==> config.mk <==
export PLATFORM = sky130hd
export DESIGN_NAME = rtf_text_escape_top
export DESIGN_NICKNAME = d
export VERILOG_FILES = /design/src/rtl/rte_pkg.sv /design/src/rtl/rte_classify.sv /design/src/rtl/rte_serializer.sv /design/src/rtl/rte_out_reg.sv /design/src/rtl/rtf_text_escape_top.sv
export SDC_FILE = /design/constraint.sdc
export NUM_CORES = 1
export LEC_CHECK = 0
export BUFFER_PORTS_ARGS = -buffer_cell sky130_fd_sc_hd__buf_2
export CORE_UTILIZATION = 40
export CTS_CLUSTER_SIZE = 24
export DETAILED_ROUTE_END_ITERATION = 12
export HOLD_SLACK_MARGIN = 0.08
export PLACE_DENSITY = 0.6
export SLEW_MARGIN = 20
export SYNTH_ARGS = -nofsm -noshare
export SYNTH_HDL_FRONTEND = slang
export SYNTH_SLANG_ARGS = --single-unit
==> constraint.sdc <==
create_clock -name clk -period 17.2 [get_ports clk]
set_input_delay 3.44 -clock clk [delete_from_list [all_inputs] [get_ports clk]]
set_output_delay 3.44 -clock clk [all_outputs]
set_load 0.005 [all_outputs]
==> src/rtl/rte_pkg.sv <==
`timescale 1ns / 1ps

package rte_pkg;

    // ASCII codes used by the escaper
    localparam logic [6:0] CH_BSLASH = 7'h5C;
    localparam logic [6:0] CH_LBRACE = 7'h7B;
    localparam logic [6:0] CH_RBRACE = 7'h7D;
    localparam logic [6:0] CH_TAB    = 7'h09;
    localparam logic [6:0] CH_LF     = 7'h0A;
    localparam logic [6:0] CH_CR     = 7'h0D;
    localparam logic [6:0] CH_SPACE  = 7'h20;
    localparam logic [6:0] CH_MINUS  = 7'h2D;
    localparam logic [6:0] CH_ZERO   = 7'h30;
    localparam logic [6:0] CH_QMARK  = 7'h3F;
    localparam logic [6:0] CH_A      = 7'h61;
    localparam logic [6:0] CH_B      = 7'h62;
    localparam logic [6:0] CH_E      = 7'h65;
    localparam logic [6:0] CH_I      = 7'h69;
    localparam logic [6:0] CH_L      = 7'h6C;
    localparam logic [6:0] CH_N      = 7'h6E;
    localparam logic [6:0] CH_T      = 7'h74;
    localparam logic [6:0] CH_U      = 7'h75;

    localparam int ASCII_LIMIT = 128;

    typedef enum logic [2:0] {
        KIND_PLAIN = 3'd0,
        KIND_ESC   = 3'd1,
        KIND_TAB   = 3'd2,
        KIND_LINE  = 3'd3,
        KIND_UNI   = 3'd4
    } kind_t;

    // classified code unit, handed to the serializer
    typedef struct packed {
        kind_t       kind;
        logic [6:0]  ch;
        logic        neg;
        logic [15:0] mag;
        logic [2:0]  exp;   // index of the leading decimal digit
    } rte_item_t;

    // one output character
    typedef struct packed {
        logic [6:0] ch;
        logic       unit_end;
        logic       text_end;
    } rte_char_t;

    // d * 10^e, d up to 10; fits 17 bits
    function automatic logic [16:0] dec_mult(input logic [2:0] e, input logic [3:0] d);
        logic [16:0] r;
        unique case (e)
            3'd0:    r = 17'(d);
            3'd1:    r = 17'(d) * 17'd10;
            3'd2:    r = 17'(d) * 17'd100;
            3'd3:    r = 17'(d) * 17'd1000;
            3'd4:    r = 17'(d) * 17'd10000;
            default: r = 17'd0;
        endcase
        return r;
    endfunction

    // characters of the fixed keywords
    function automatic logic [6:0] kw_char(input kind_t kind, input logic [2:0] step);
        logic [6:0] c;
        c = CH_SPACE;
        unique case (kind)
            KIND_TAB:
            begin
                case (step)
                    3'd0:    c = CH_BSLASH;
                    3'd1:    c = CH_T;
                    3'd2:    c = CH_A;
                    3'd3:    c = CH_B;
                    default: c = CH_SPACE;
                endcase
            end
            KIND_LINE:
            begin
                case (step)
                    3'd0:    c = CH_BSLASH;
                    3'd1:    c = CH_L;
                    3'd2:    c = CH_I;
                    3'd3:    c = CH_N;
                    3'd4:    c = CH_E;
                    default: c = CH_SPACE;
                endcase
            end
            default: c = CH_SPACE;
        endcase
        return c;
    endfunction

    // step index of the final character for the fixed-text kinds
    function automatic logic [2:0] text_last(input kind_t kind);
        logic [2:0] n;
        unique case (kind)
            KIND_ESC:  n = 3'd1;
            KIND_TAB:  n = 3'd4;
            KIND_LINE: n = 3'd5;
            default:   n = 3'd0;
        endcase
        return n;
    endfunction

endpackage

==> src/rtl/rte_classify.sv <==
`timescale 1ns / 1ps

module rte_classify
(
    input  logic [15:0]       code_unit,
    output rte_pkg::rte_item_t item
);

    logic [15:0] mag;
    logic        neg;

    always_comb
    begin
        neg = code_unit[15];
        mag = neg ? 16'(17'h10000 - {1'b0, code_unit}) : code_unit;
    end

    always_comb
    begin
        item.ch  = code_unit[6:0];
        item.neg = neg;
        item.mag = mag;

        if (code_unit == {9'd0, rte_pkg::CH_BSLASH} ||
            code_unit == {9'd0, rte_pkg::CH_LBRACE} ||
            code_unit == {9'd0, rte_pkg::CH_RBRACE})
            item.kind = rte_pkg::KIND_ESC;
        else if (code_unit == {9'd0, rte_pkg::CH_TAB})
            item.kind = rte_pkg::KIND_TAB;
        else if (code_unit == {9'd0, rte_pkg::CH_LF} || code_unit == {9'd0, rte_pkg::CH_CR})
            item.kind = rte_pkg::KIND_LINE;
        else if (code_unit < 16'(rte_pkg::ASCII_LIMIT))
            item.kind = rte_pkg::KIND_PLAIN;
        else
            item.kind = rte_pkg::KIND_UNI;

        if ({1'b0, mag} >= rte_pkg::dec_mult(3'd4, 4'd1))
            item.exp = 3'd4;
        else if ({1'b0, mag} >= rte_pkg::dec_mult(3'd3, 4'd1))
            item.exp = 3'd3;
        else if ({1'b0, mag} >= rte_pkg::dec_mult(3'd2, 4'd1))
            item.exp = 3'd2;
        else if ({1'b0, mag} >= rte_pkg::dec_mult(3'd1, 4'd1))
            item.exp = 3'd1;
        else
            item.exp = 3'd0;
    end

endmodule

==> src/rtl/rte_serializer.sv <==
`timescale 1ns / 1ps

module rte_serializer
(
    input  logic               clk,
    input  logic               rst_n,
    input  logic               in_valid,
    input  rte_pkg::rte_item_t item,
    input  logic               in_last,
    output logic               in_stall,
    input  logic               adv,
    output logic               push,
    output rte_pkg::rte_char_t out_data
);

    typedef enum logic [4:0] {
        ST_IDLE   = 5'b00001,
        ST_TEXT   = 5'b00010,
        ST_PREFIX = 5'b00100,
        ST_DIGIT  = 5'b01000,
        ST_QMARK  = 5'b10000
    } state_t;

    state_t         state_reg, state_next;
    rte_pkg::kind_t kind_reg;
    logic [6:0]     ch_reg;
    logic           neg_reg;
    logic [15:0]    rem_reg, rem_next;
    logic [2:0]     exp_reg, exp_next;
    logic [2:0]     step_reg, step_next;
    logic           last_reg;

    logic           load;
    logic           fin;
    logic [6:0]     cur_ch;
    logic [3:0]     dig;
    logic [16:0]    rem_sub;

    // leading digit of the remainder at the current decimal place
    always_comb
    begin
        dig = 4'd0;
        for (int d = 1; d <= 9; d++)
        begin
            if ({1'b0, rem_reg} >= rte_pkg::dec_mult(exp_reg, 4'(d)))
                dig = 4'(d);
        end
        rem_sub = {1'b0, rem_reg} - rte_pkg::dec_mult(exp_reg, dig);
    end

    always_comb
    begin
        cur_ch     = rte_pkg::CH_QMARK;
        fin        = 1'b0;
        state_next = state_reg;
        step_next  = step_reg;
        exp_next   = exp_reg;
        rem_next   = rem_reg;

        unique case (state_reg)
            ST_IDLE:
            begin
                cur_ch = rte_pkg::CH_QMARK;
            end
            ST_TEXT:
            begin
                if (kind_reg == rte_pkg::KIND_PLAIN)
                    cur_ch = ch_reg;
                else if (kind_reg == rte_pkg::KIND_ESC)
                    cur_ch = (step_reg == 3'd0) ? rte_pkg::CH_BSLASH : ch_reg;
                else
                    cur_ch = rte_pkg::kw_char(kind_reg, step_reg);
                fin       = (step_reg == rte_pkg::text_last(kind_reg));
                step_next = step_reg + 3'd1;
            end
            ST_PREFIX:
            begin
                step_next = step_reg + 3'd1;
                case (step_reg)
                    3'd0:    cur_ch = rte_pkg::CH_BSLASH;
                    3'd1:    cur_ch = rte_pkg::CH_U;
                    default: cur_ch = rte_pkg::CH_MINUS;
                endcase
                if ((step_reg == 3'd1 && !neg_reg) || step_reg == 3'd2)
                    state_next = ST_DIGIT;
            end
            ST_DIGIT:
            begin
                cur_ch   = rte_pkg::CH_ZERO + {3'd0, dig};
                rem_next = rem_sub[15:0];
                exp_next = exp_reg - 3'd1;
                if (exp_reg == 3'd0)
                    state_next = ST_QMARK;
            end
            ST_QMARK:
            begin
                cur_ch = rte_pkg::CH_QMARK;
                fin    = 1'b1;
            end
            default:
            begin
                cur_ch = rte_pkg::CH_QMARK;
            end
        endcase

        if (fin)
            state_next = ST_IDLE;
    end

    assign push     = (state_reg != ST_IDLE) && adv;
    assign in_stall = !((state_reg == ST_IDLE) || (fin && adv));
    assign load     = in_valid && !in_stall;

    assign out_data.ch       = cur_ch;
    assign out_data.unit_end = fin;
    assign out_data.text_end = fin && last_reg;

    always_ff @(posedge clk or negedge rst_n)
    begin
        if (!rst_n)
        begin
            state_reg <= ST_IDLE;
        end
        else if (load)
        begin
            state_reg <= (item.kind == rte_pkg::KIND_UNI) ? ST_PREFIX : ST_TEXT;
        end
        else if (push)
        begin
            state_reg <= state_next;
        end
    end

    always_ff @(posedge clk)
    begin
        if (load)
        begin
            kind_reg <= item.kind;
            ch_reg   <= item.ch;
            neg_reg  <= item.neg;
            rem_reg  <= item.mag;
            exp_reg  <= item.exp;
            step_reg <= 3'd0;
            last_reg <= in_last;
        end
        else if (push)
        begin
            rem_reg  <= rem_next;
            exp_reg  <= exp_next;
            step_reg <= step_next;
        end
    end

    // remainder never carries more digits than places left
    a_rem_fits: assert property (@(posedge clk) disable iff (!rst_n)
        state_reg == ST_DIGIT |-> {1'b0, rem_reg} < rte_pkg::dec_mult(exp_reg, 4'd10))
        else $error("remainder exceeds remaining decimal places");

    a_done_idle: assert property (@(posedge clk) disable iff (!rst_n)
        push && fin && !load |=> state_reg == ST_IDLE)
        else $error("serializer did not go idle after final character");

    a_minus_only_neg: assert property (@(posedge clk) disable iff (!rst_n)
        state_reg == ST_PREFIX && step_reg == 3'd2 |-> neg_reg)
        else $error("minus sign on a non-negative unit");

    a_digit_exp: assert property (@(posedge clk) disable iff (!rst_n)
        state_reg == ST_DIGIT |-> exp_reg <= 3'd4)
        else $error("decimal place out of range");

endmodule

==> src/rtl/rte_out_reg.sv <==
`timescale 1ns / 1ps

module rte_out_reg
(
    input  logic               clk,
    input  logic               rst_n,
    input  logic               push,
    input  rte_pkg::rte_char_t in_data,
    output logic               adv,
    output logic               out_valid,
    input  logic               out_stall,
    output rte_pkg::rte_char_t out_data
);

    logic               valid_reg;
    rte_pkg::rte_char_t data_reg;

    // register is free when empty or being drained this cycle
    assign adv = !valid_reg || !out_stall;

    always_ff @(posedge clk or negedge rst_n)
    begin
        if (!rst_n)
            valid_reg <= 1'b0;
        else if (adv)
            valid_reg <= push;
    end

    always_ff @(posedge clk)
    begin
        if (adv && push)
            data_reg <= in_data;
    end

    assign out_valid = valid_reg;
    assign out_data  = data_reg;

endmodule

==> src/rtl/rtf_text_escape_top.sv <==
`timescale 1ns / 1ps
// Channel  | Handshake            | Payload
// ---------+----------------------+----------------------------------------
// input    | in_valid / in_stall  | code_unit[15:0], last_unit
// output   | out_valid / out_stall| out_char[6:0], last_of_unit, end_of_text
//
// One character per cycle unless out_stall holds the output register. A code
// unit expanding to N characters (1 to 9) holds the serializer; the next
// request is taken in the cycle its predecessor's final character moves to
// the output register. Decimal digits: per-cycle compare/subtract vs 10^k.
// Reset clears only the control state; the output register empties.
// out_stall reaches in_stall combinationally through the output register.

module rtf_text_escape_top
(
    input  logic        clk,
    input  logic        rst_n,
    input  logic        in_valid,
    output logic        in_stall,
    input  logic [15:0] code_unit,
    input  logic        last_unit,
    output logic        out_valid,
    input  logic        out_stall,
    output logic [6:0]  out_char,
    output logic        last_of_unit,
    output logic        end_of_text
);

    rte_pkg::rte_item_t item;
    rte_pkg::rte_char_t ser_char;
    rte_pkg::rte_char_t out_data;
    logic               push;
    logic               adv;

    rte_classify u_classify
    (
        .code_unit (code_unit),
        .item      (item)
    );

    rte_serializer u_serializer
    (
        .clk      (clk),
        .rst_n    (rst_n),
        .in_valid (in_valid),
        .item     (item),
        .in_last  (last_unit),
        .in_stall (in_stall),
        .adv      (adv),
        .push     (push),
        .out_data (ser_char)
    );

    rte_out_reg u_out_reg
    (
        .clk       (clk),
        .rst_n     (rst_n),
        .push      (push),
        .in_data   (ser_char),
        .adv       (adv),
        .out_valid (out_valid),
        .out_stall (out_stall),
        .out_data  (out_data)
    );

    assign out_char     = out_data.ch;
    assign last_of_unit = out_data.unit_end;
    assign end_of_text  = out_data.text_end;

endmodule
Yosys cells after proc, flatten, opt, wreduce, memory -nomap -nowiden. Cells that the tools add are included.

Bits in registers: 49. Output and inout port bits: 11. Word-level logic and storage cells: 140.

Order comparisons: 14. Reductions and logical operators: 26. Muxes and demuxes: 52. $mul: 4. Add/sub/neg operators: 5. Eq/ne operators: 27.

Operators with widths (number): 16-bit one-hot mux with 5 select lines (4); 17-bit one-hot mux with 5 select lines (3); 15-bit one-hot mux with 5 select lines (2); 14-bit one-hot mux with 5 select lines (1); 16-bit two-way mux (4); 16-bit by 17-bit >= comparator with 1-bit output (3); 16-bit by 4-bit == test with 1-bit output (second input constant) (3); 16-bit by 7-bit == test with 1-bit output (second input constant) (3); 16-bit >= comparator (3); 3-bit two-way mux (16); 7-bit one-hot mux with 5 select lines (1); 16-bit by 15-bit >= comparator with 1-bit output (2); 7-bit one-hot mux with 2 select lines (2); 7-bit one-hot mux with 4 select lines (1); 5-bit two-way mux (5); 7-bit two-way mux (3); 7-bit one-hot mux with 3 select lines (1); 3-bit by 2-bit == test with 1-bit output (second input constant) (6); 16-bit by 10-bit >= comparator with 1-bit output (second input constant) (1); 16-bit by 14-bit >= comparator with 1-bit output (1); 16-bit by 14-bit >= comparator with 1-bit output (second input constant) (1); 16-bit by 4-bit >= comparator with 1-bit output (second input constant) (1); 16-bit by 7-bit >= comparator with 1-bit output (second input constant) (1); 16-bit by 8-bit less-than comparator with 1-bit output (second input constant) (1); other kinds (34) (59).

Depth between registers and ports, before layout.
Word-level depth: 18. Mapped depth: 32. Gate-level depth less buffers: 30.

Cells and area by module. A second synthesis with hierarchy kept.

Cell total of the unflattened synthesis: 874. Area total of the unflattened synthesis: 7393.3 µm².

By module, submodules not included: rte_serializer (area each 6189.7 µm², cells an instance 736, instances 1, sequential area each 1117.3 µm²); rte_classify (area each 885.8 µm², cells an instance 125, instances 1, sequential area each 0.0 µm²); rte_out_reg (area each 317.8 µm², cells an instance 13, instances 1, sequential area each 295.3 µm²).

Least setup slack after synthesis. OpenSTA, ideal clock, no wires.

Kind: register -> register. Start point: register u_serializer.exp_reg[0]. End point: register u_serializer.rem_reg[15] (data pin). Clock period less this slack: 7.424 ns. Data required time: 17.048 ns. Stages on the path, launching flop included: 32. Path slack: 9.776 ns. Data arrival time: 7.271 ns. Library setup time: 0.152 ns. Cell sequence: edfxtp_1 -> inv_1 -> ha_1 -> and2_1 -> clkbuf_1 -> clkbuf_1 -> nor2_1 -> ha_1 -> a2111oi_0 -> o21ai_0 -> a31oi_1 -> o21ai_1 -> and3b_1 -> inv_2 -> nor2_1 -> fa_1 -> xnor2_1 -> ha_1 -> ha_1 -> nor2b_1 -> o21ai_0 -> nand2b_1 -> a21o_1 -> a21oi_1 -> xnor2_1 -> a22oi_1 -> ha_1 -> a21o_1 -> a31o_2 -> a31oi_1 -> xnor3_1 -> o21ai_0.

Word-level cells in the longest chain between the ends: 18.

Ends and longest elaborated chain: from (decl) (line rte_serializer.sv:29) `logic [2:0] exp_reg, exp_next;`; from (signal assigned) (line rte_serializer.sv:142) `exp_reg <= item.exp;`; from (signal assigned) (line rte_serializer.sv:149) `exp_reg <= exp_next;`; 3-bit == test (tied with other cells) (line rte_pkg.sv:54) `unique case (e)`; 14-bit one-hot mux with 5 select lines (line rte_pkg.sv:54); 16-bit by 14-bit >= comparator with 1-bit output (line rte_serializer.sv:45) `if ({1'b0, rem_reg} >= rte_pkg::dec_mult(exp_reg, 4'(d)))`; 1-bit two-way mux (line rte_serializer.sv:45); 2-bit two-way mux (2 in series) (line rte_serializer.sv:45); 3-bit two-way mux (4 in series) (line rte_serializer.sv:45); 4-bit two-way mux (2 in series) (line rte_serializer.sv:45); 4-bit by 10-bit multiplier with 12-bit output (tied with other cells) (line rte_pkg.sv:59) `3'd4: r = 17'(d) * 17'd10000;`; 16-bit one-hot mux with 5 select lines * (line rte_pkg.sv:54); 16-bit subtractor * (line rte_serializer.sv:48) `rem_sub = {1'b0, rem_reg} - rte_pkg::dec_mult(exp_reg, dig);`; 16-bit two-way mux * (line rte_serializer.sv:60) `unique case (state_reg)`; 16-bit two-way mux * (line rte_serializer.sv:146) `else if (push)`; 16-bit two-way mux * (line rte_serializer.sv:136) `if (load)`; to (signal assigned) (line rte_serializer.sv:141) `rem_reg <= item.mag;`; to (signal assigned) (line rte_serializer.sv:148) `rem_reg <= rem_next;`; to (decl) (line rte_serializer.sv:28) `logic [15:0] rem_reg, rem_next;`.

Every way passes the cells marked *; elsewhere a longest branch is shown, timed or not. The select of a mux whose other input is x is not followed. A chain may end at the register's enable or synchronous reset.

Worst setup path in the final report. Ends and elaborated chain as after synthesis.

==> metrics.md <==
| Metric | Value |
|---|---|
| Primary FF master, synth | edfxtp_1 |
| Row count | 48 |
| RSZ-0062 raised after global routing | false |
| Core Area | 0.0173 mm² |
| Synth area leaders | ha_1 23%, edfxtp_1 17%, a21oi_1 4.5%, o21ai_0 3.6%, nand2_1 3.2% |
| Worst hold stages | 1 |
| Post-CTS Setup Bufs | 0 |
| Syn Inst Count | 828 |
| Post-route ant nets | 0 |
| Final hold violation count | 0 |
| CTS tree | built |
| Flop pwr share | 50.9% |
| Placed insts | 1070 |
| Yosys warnings | 0 |
| Slew @ Worst Pin | 988 ps |
| HPWL after detailed placement | 15.7 mm |
| DP Area | 0.00747 mm² |
| Hold Slack | 528 ps |
| Final nets | 1013 |
| Num CTS Buffers | 5 |
| R2R depth | 29 |
| Number of synthesized flops with an enable pin | 40 |
| Vias per cell | 6.01 |
| Clock Power Share | 41.4% |
| CTS root buf | clkbuf_16 |
| Synth top area share | 23.0% |
| Total power | 252 µW |
| Internal Pwr Total | 191 µW |
| Ant diodes | 0 |
| Wire length per cell | 18.2 µm |
| # resized after CTS | 0 |
| Gr usage total | 22.3% |
| Period utilisation layout | 49.4% |
| Worst setup EP type | register |
| DR iter-0 viols | 556 |
| Fillers | 1775 |
| Sum Neg Setup Slack | 0 ps |
| Rel. slew slack | 34.1% |
| Starting Density | 40.9% |
| Worst Hold Class | reg2reg |
| F_max | 0.118 GHz |
| Ports | 32 |
| PwrDens | 33.1 mW/mm² |
| Die height | 135 µm |
| Max-cap violation count | 0 |
| Die area | 0.0182 mm² |
| Syn avg cell area | 8.54 µm² |
| Cell variety after synth | 82 |
| Clock Latency Late Sink | 300 ps |
| Drt pass-1 iters | 5 |
| Residual DRC | 0 |
| Hold endpoint | u_out_reg.out_data[0] |
| WP data arrival | 8650 ps |
| Grt ovf | 0 |
| Leak | 0.00303 µW |
| CP Data Required Time | 17340 ps |
| Mapped Area | 0.00707 mm² |
| #FFs+latches synth | 49 |
| Routability Congestion | 0.901 |
| Reg-to-Reg End | u_serializer.rem_reg[15] |
| Sw Share | 24.2% |
| Final setup vio count | 0 |
| Leading area contributor after synthesis | ha_1 |
| CP Max Fanout | 17 |
| Critical path type | reg2reg |
| Share of cells above drive strength 1 | 7.39% |
| Flop-to-flop setup slack | 8690 ps |
| Syn nets | 989 |
| Async S/R FF share, synth | 12.2% |
| Clock tree sinks | 49 |
| Crit start category | register |
| WL final | 19.7 mm |
| Status | complete, no violations |
| Vias in the first global route | 6170 |
| Critical R2R Launch | u_serializer.exp_reg[0] |
| Sw Pwr | 61.2 µW |
| Biggest cell delay along the critical path | 610 ps |
| Final Skew | 9.03 ps |
| CTS H-tree depth | 2 |
| Number of cells in the finished layout apart from fillers | 1078 |
| Initial antenna violation count | 0 |
| Max clock buf depth | 2 |
| P&R area growth vs syn | 7.82% |
| Register area share after synthesis | 20.0% |
| Final slew viol count | 0 |
| Comb pwr share | 7.7% |
| Buffer and inverter count on the worst path | 3 |
| Chip width | 135 µm |
| Crit path top cell by count | ha_1 |
| Largest net degree at the start of global routing | 41 |
| Vias | 6475 |
| Clk slew on worst S/H paths | 80 ps |
| Min Clock Period, post-route | 8510 ps |
| CP max stage cell | and2_1 |
| Post-route cell area | 0.00762 mm² |
| Critical path's top delay family | compound AO/OA/AOI/OAI gates |
| Max VDD drop | 0.0382 mV |
| Max reg flops | 16 |
| HP Start | u_serializer.last_reg |
| # hold bufs at CTS | 0 |
| Wire length of the first global-routing pass | 32.0 mm |
| I/O Buffers | 31 |
cells in the final DEF, fill, tap and decap left out, types with 12 or more instances in the layout:
| cell | synthesis | final |
|---|---|---|
| nor3_1 | 25 | 25 |
| a21o_1 | 16 | 16 |
| ha_1 | 130 | 130 |
| xor2_1 | 20 | 20 |
| nand2b_1 | 14 | 14 |
| nor2_1 | 57 | 57 |
| nor2b_1 | 19 | 19 |
| xnor2_1 | 23 | 23 |
| a211oi_1 | 12 | 12 |
| inv_1 | 52 | 52 |
| nand2_1 | 61 | 61 |
| buf_2 | 3 | 31 |
| edfxtp_1 | 40 | 40 |
| a21oi_1 | 64 | 64 |
| o21ai_0 | 51 | 50 |
per-stage QoR:
stage | setup WS [ps] | utilization [%]
after CTS | 8780 | 44.1
after global placement | 8990 | 43.2
after global routing | 8090 | 44.1
final | 8690 | 44.1
after floorplan | 9780 | -
after detailed placement | 8820 | 43.2
logic make-up (layout without fill, tap and decap cells):
| family | after synthesis | count (layout) | synth area share, % |
|---|---|---|---|
| and+or+nand+nor | 261 | 261 | 19.3 |
| AOI/OAI and AO/OA | 255 | 255 | 24.4 |
| muxes | 4 | 4 | 0.566 |
| adders and majority gates | 140 | 140 | 25.8 |
| DFF | 49 | 49 | 20.0 |
| buffers and inverters | 75 | 100 | 4.25 |
| xor gates and xnor gates | 44 | 44 | 5.65 |
synth_stat cells, types with 5 or more instances:
cell       count
ha_1         130
a21oi_1       64
nand2_1       61
nor2_1        57
inv_1         52
o21ai_0       51
edfxtp_1      40
nor3_1        25
xnor2_1       23
xor2_1        20
nor2b_1       19
clkbuf_1      17
a21o_1        16
nand2b_1      14
a211oi_1      12
nand3_1       11
nand4_1       11
o211ai_1      11
o21a_1        11
fa_1          10
or3_1         10
o31ai_1        9
a31oi_1        8
and2_1         8
nor3b_1        7
a2111oi_0      6
a211o_1        6
a222oi_1       6
nor4_1         6
dfrtp_1        5
power by group through the flow:
| stage | combinational (µW) | clock [µW] | sequential [µW] |
|---|---|---|---|
| 2_1_floorplan | 10.8 | 0 | 131 |
| 3_3_place_gp | 19.4 | 0 | 131 |
| 3_5_place_dp | 19.6 | 0 | 131 |
| 4_1_cts | 19.7 | 107 | 128 |
| 5_1_grt | 21.7 | 110 | 129 |
| 6_report | 19.5 | 104 | 128 |
layout make-up:
class                   count  area [µm²]  area share, %
flip-flops and latches     49        1410           18.5
well taps                 225         282           3.69
clock buffers               5         125           1.64
repair buffers             39         215           2.82
multi-input cells         704        5360           70.3
inverters                  53         199           2.61
clock inverters             3        28.8          0.378
layer usage:
layer	part of all wire (%)	wire length, µm	global-route usage [%]
met1	48	9460	30.8
met2	45	8910	36.9
met3	4.3	853	1.84
met4	2.2	429	6.30
met5	0	0	0
worst max-delay path by stage:
stage	from	slack, ps	end	cells after the start
3_3_place_gp	u_serializer.exp_reg[0]	8990	u_serializer.rem_reg[15]	30
5_1_grt	u_serializer.exp_reg[0]	8090	u_serializer.rem_reg[15]	29
4_1_cts	u_serializer.exp_reg[0]	8780	u_serializer.rem_reg[15]	29
6_report	u_serializer.exp_reg[0]	8690	u_serializer.rem_reg[15]	29
2_1_floorplan	u_serializer.exp_reg[0]	9780	u_serializer.rem_reg[15]	31
3_5_place_dp	u_serializer.exp_reg[0]	8820	u_serializer.rem_reg[15]	29
Power figures use the tool's default switching activity.
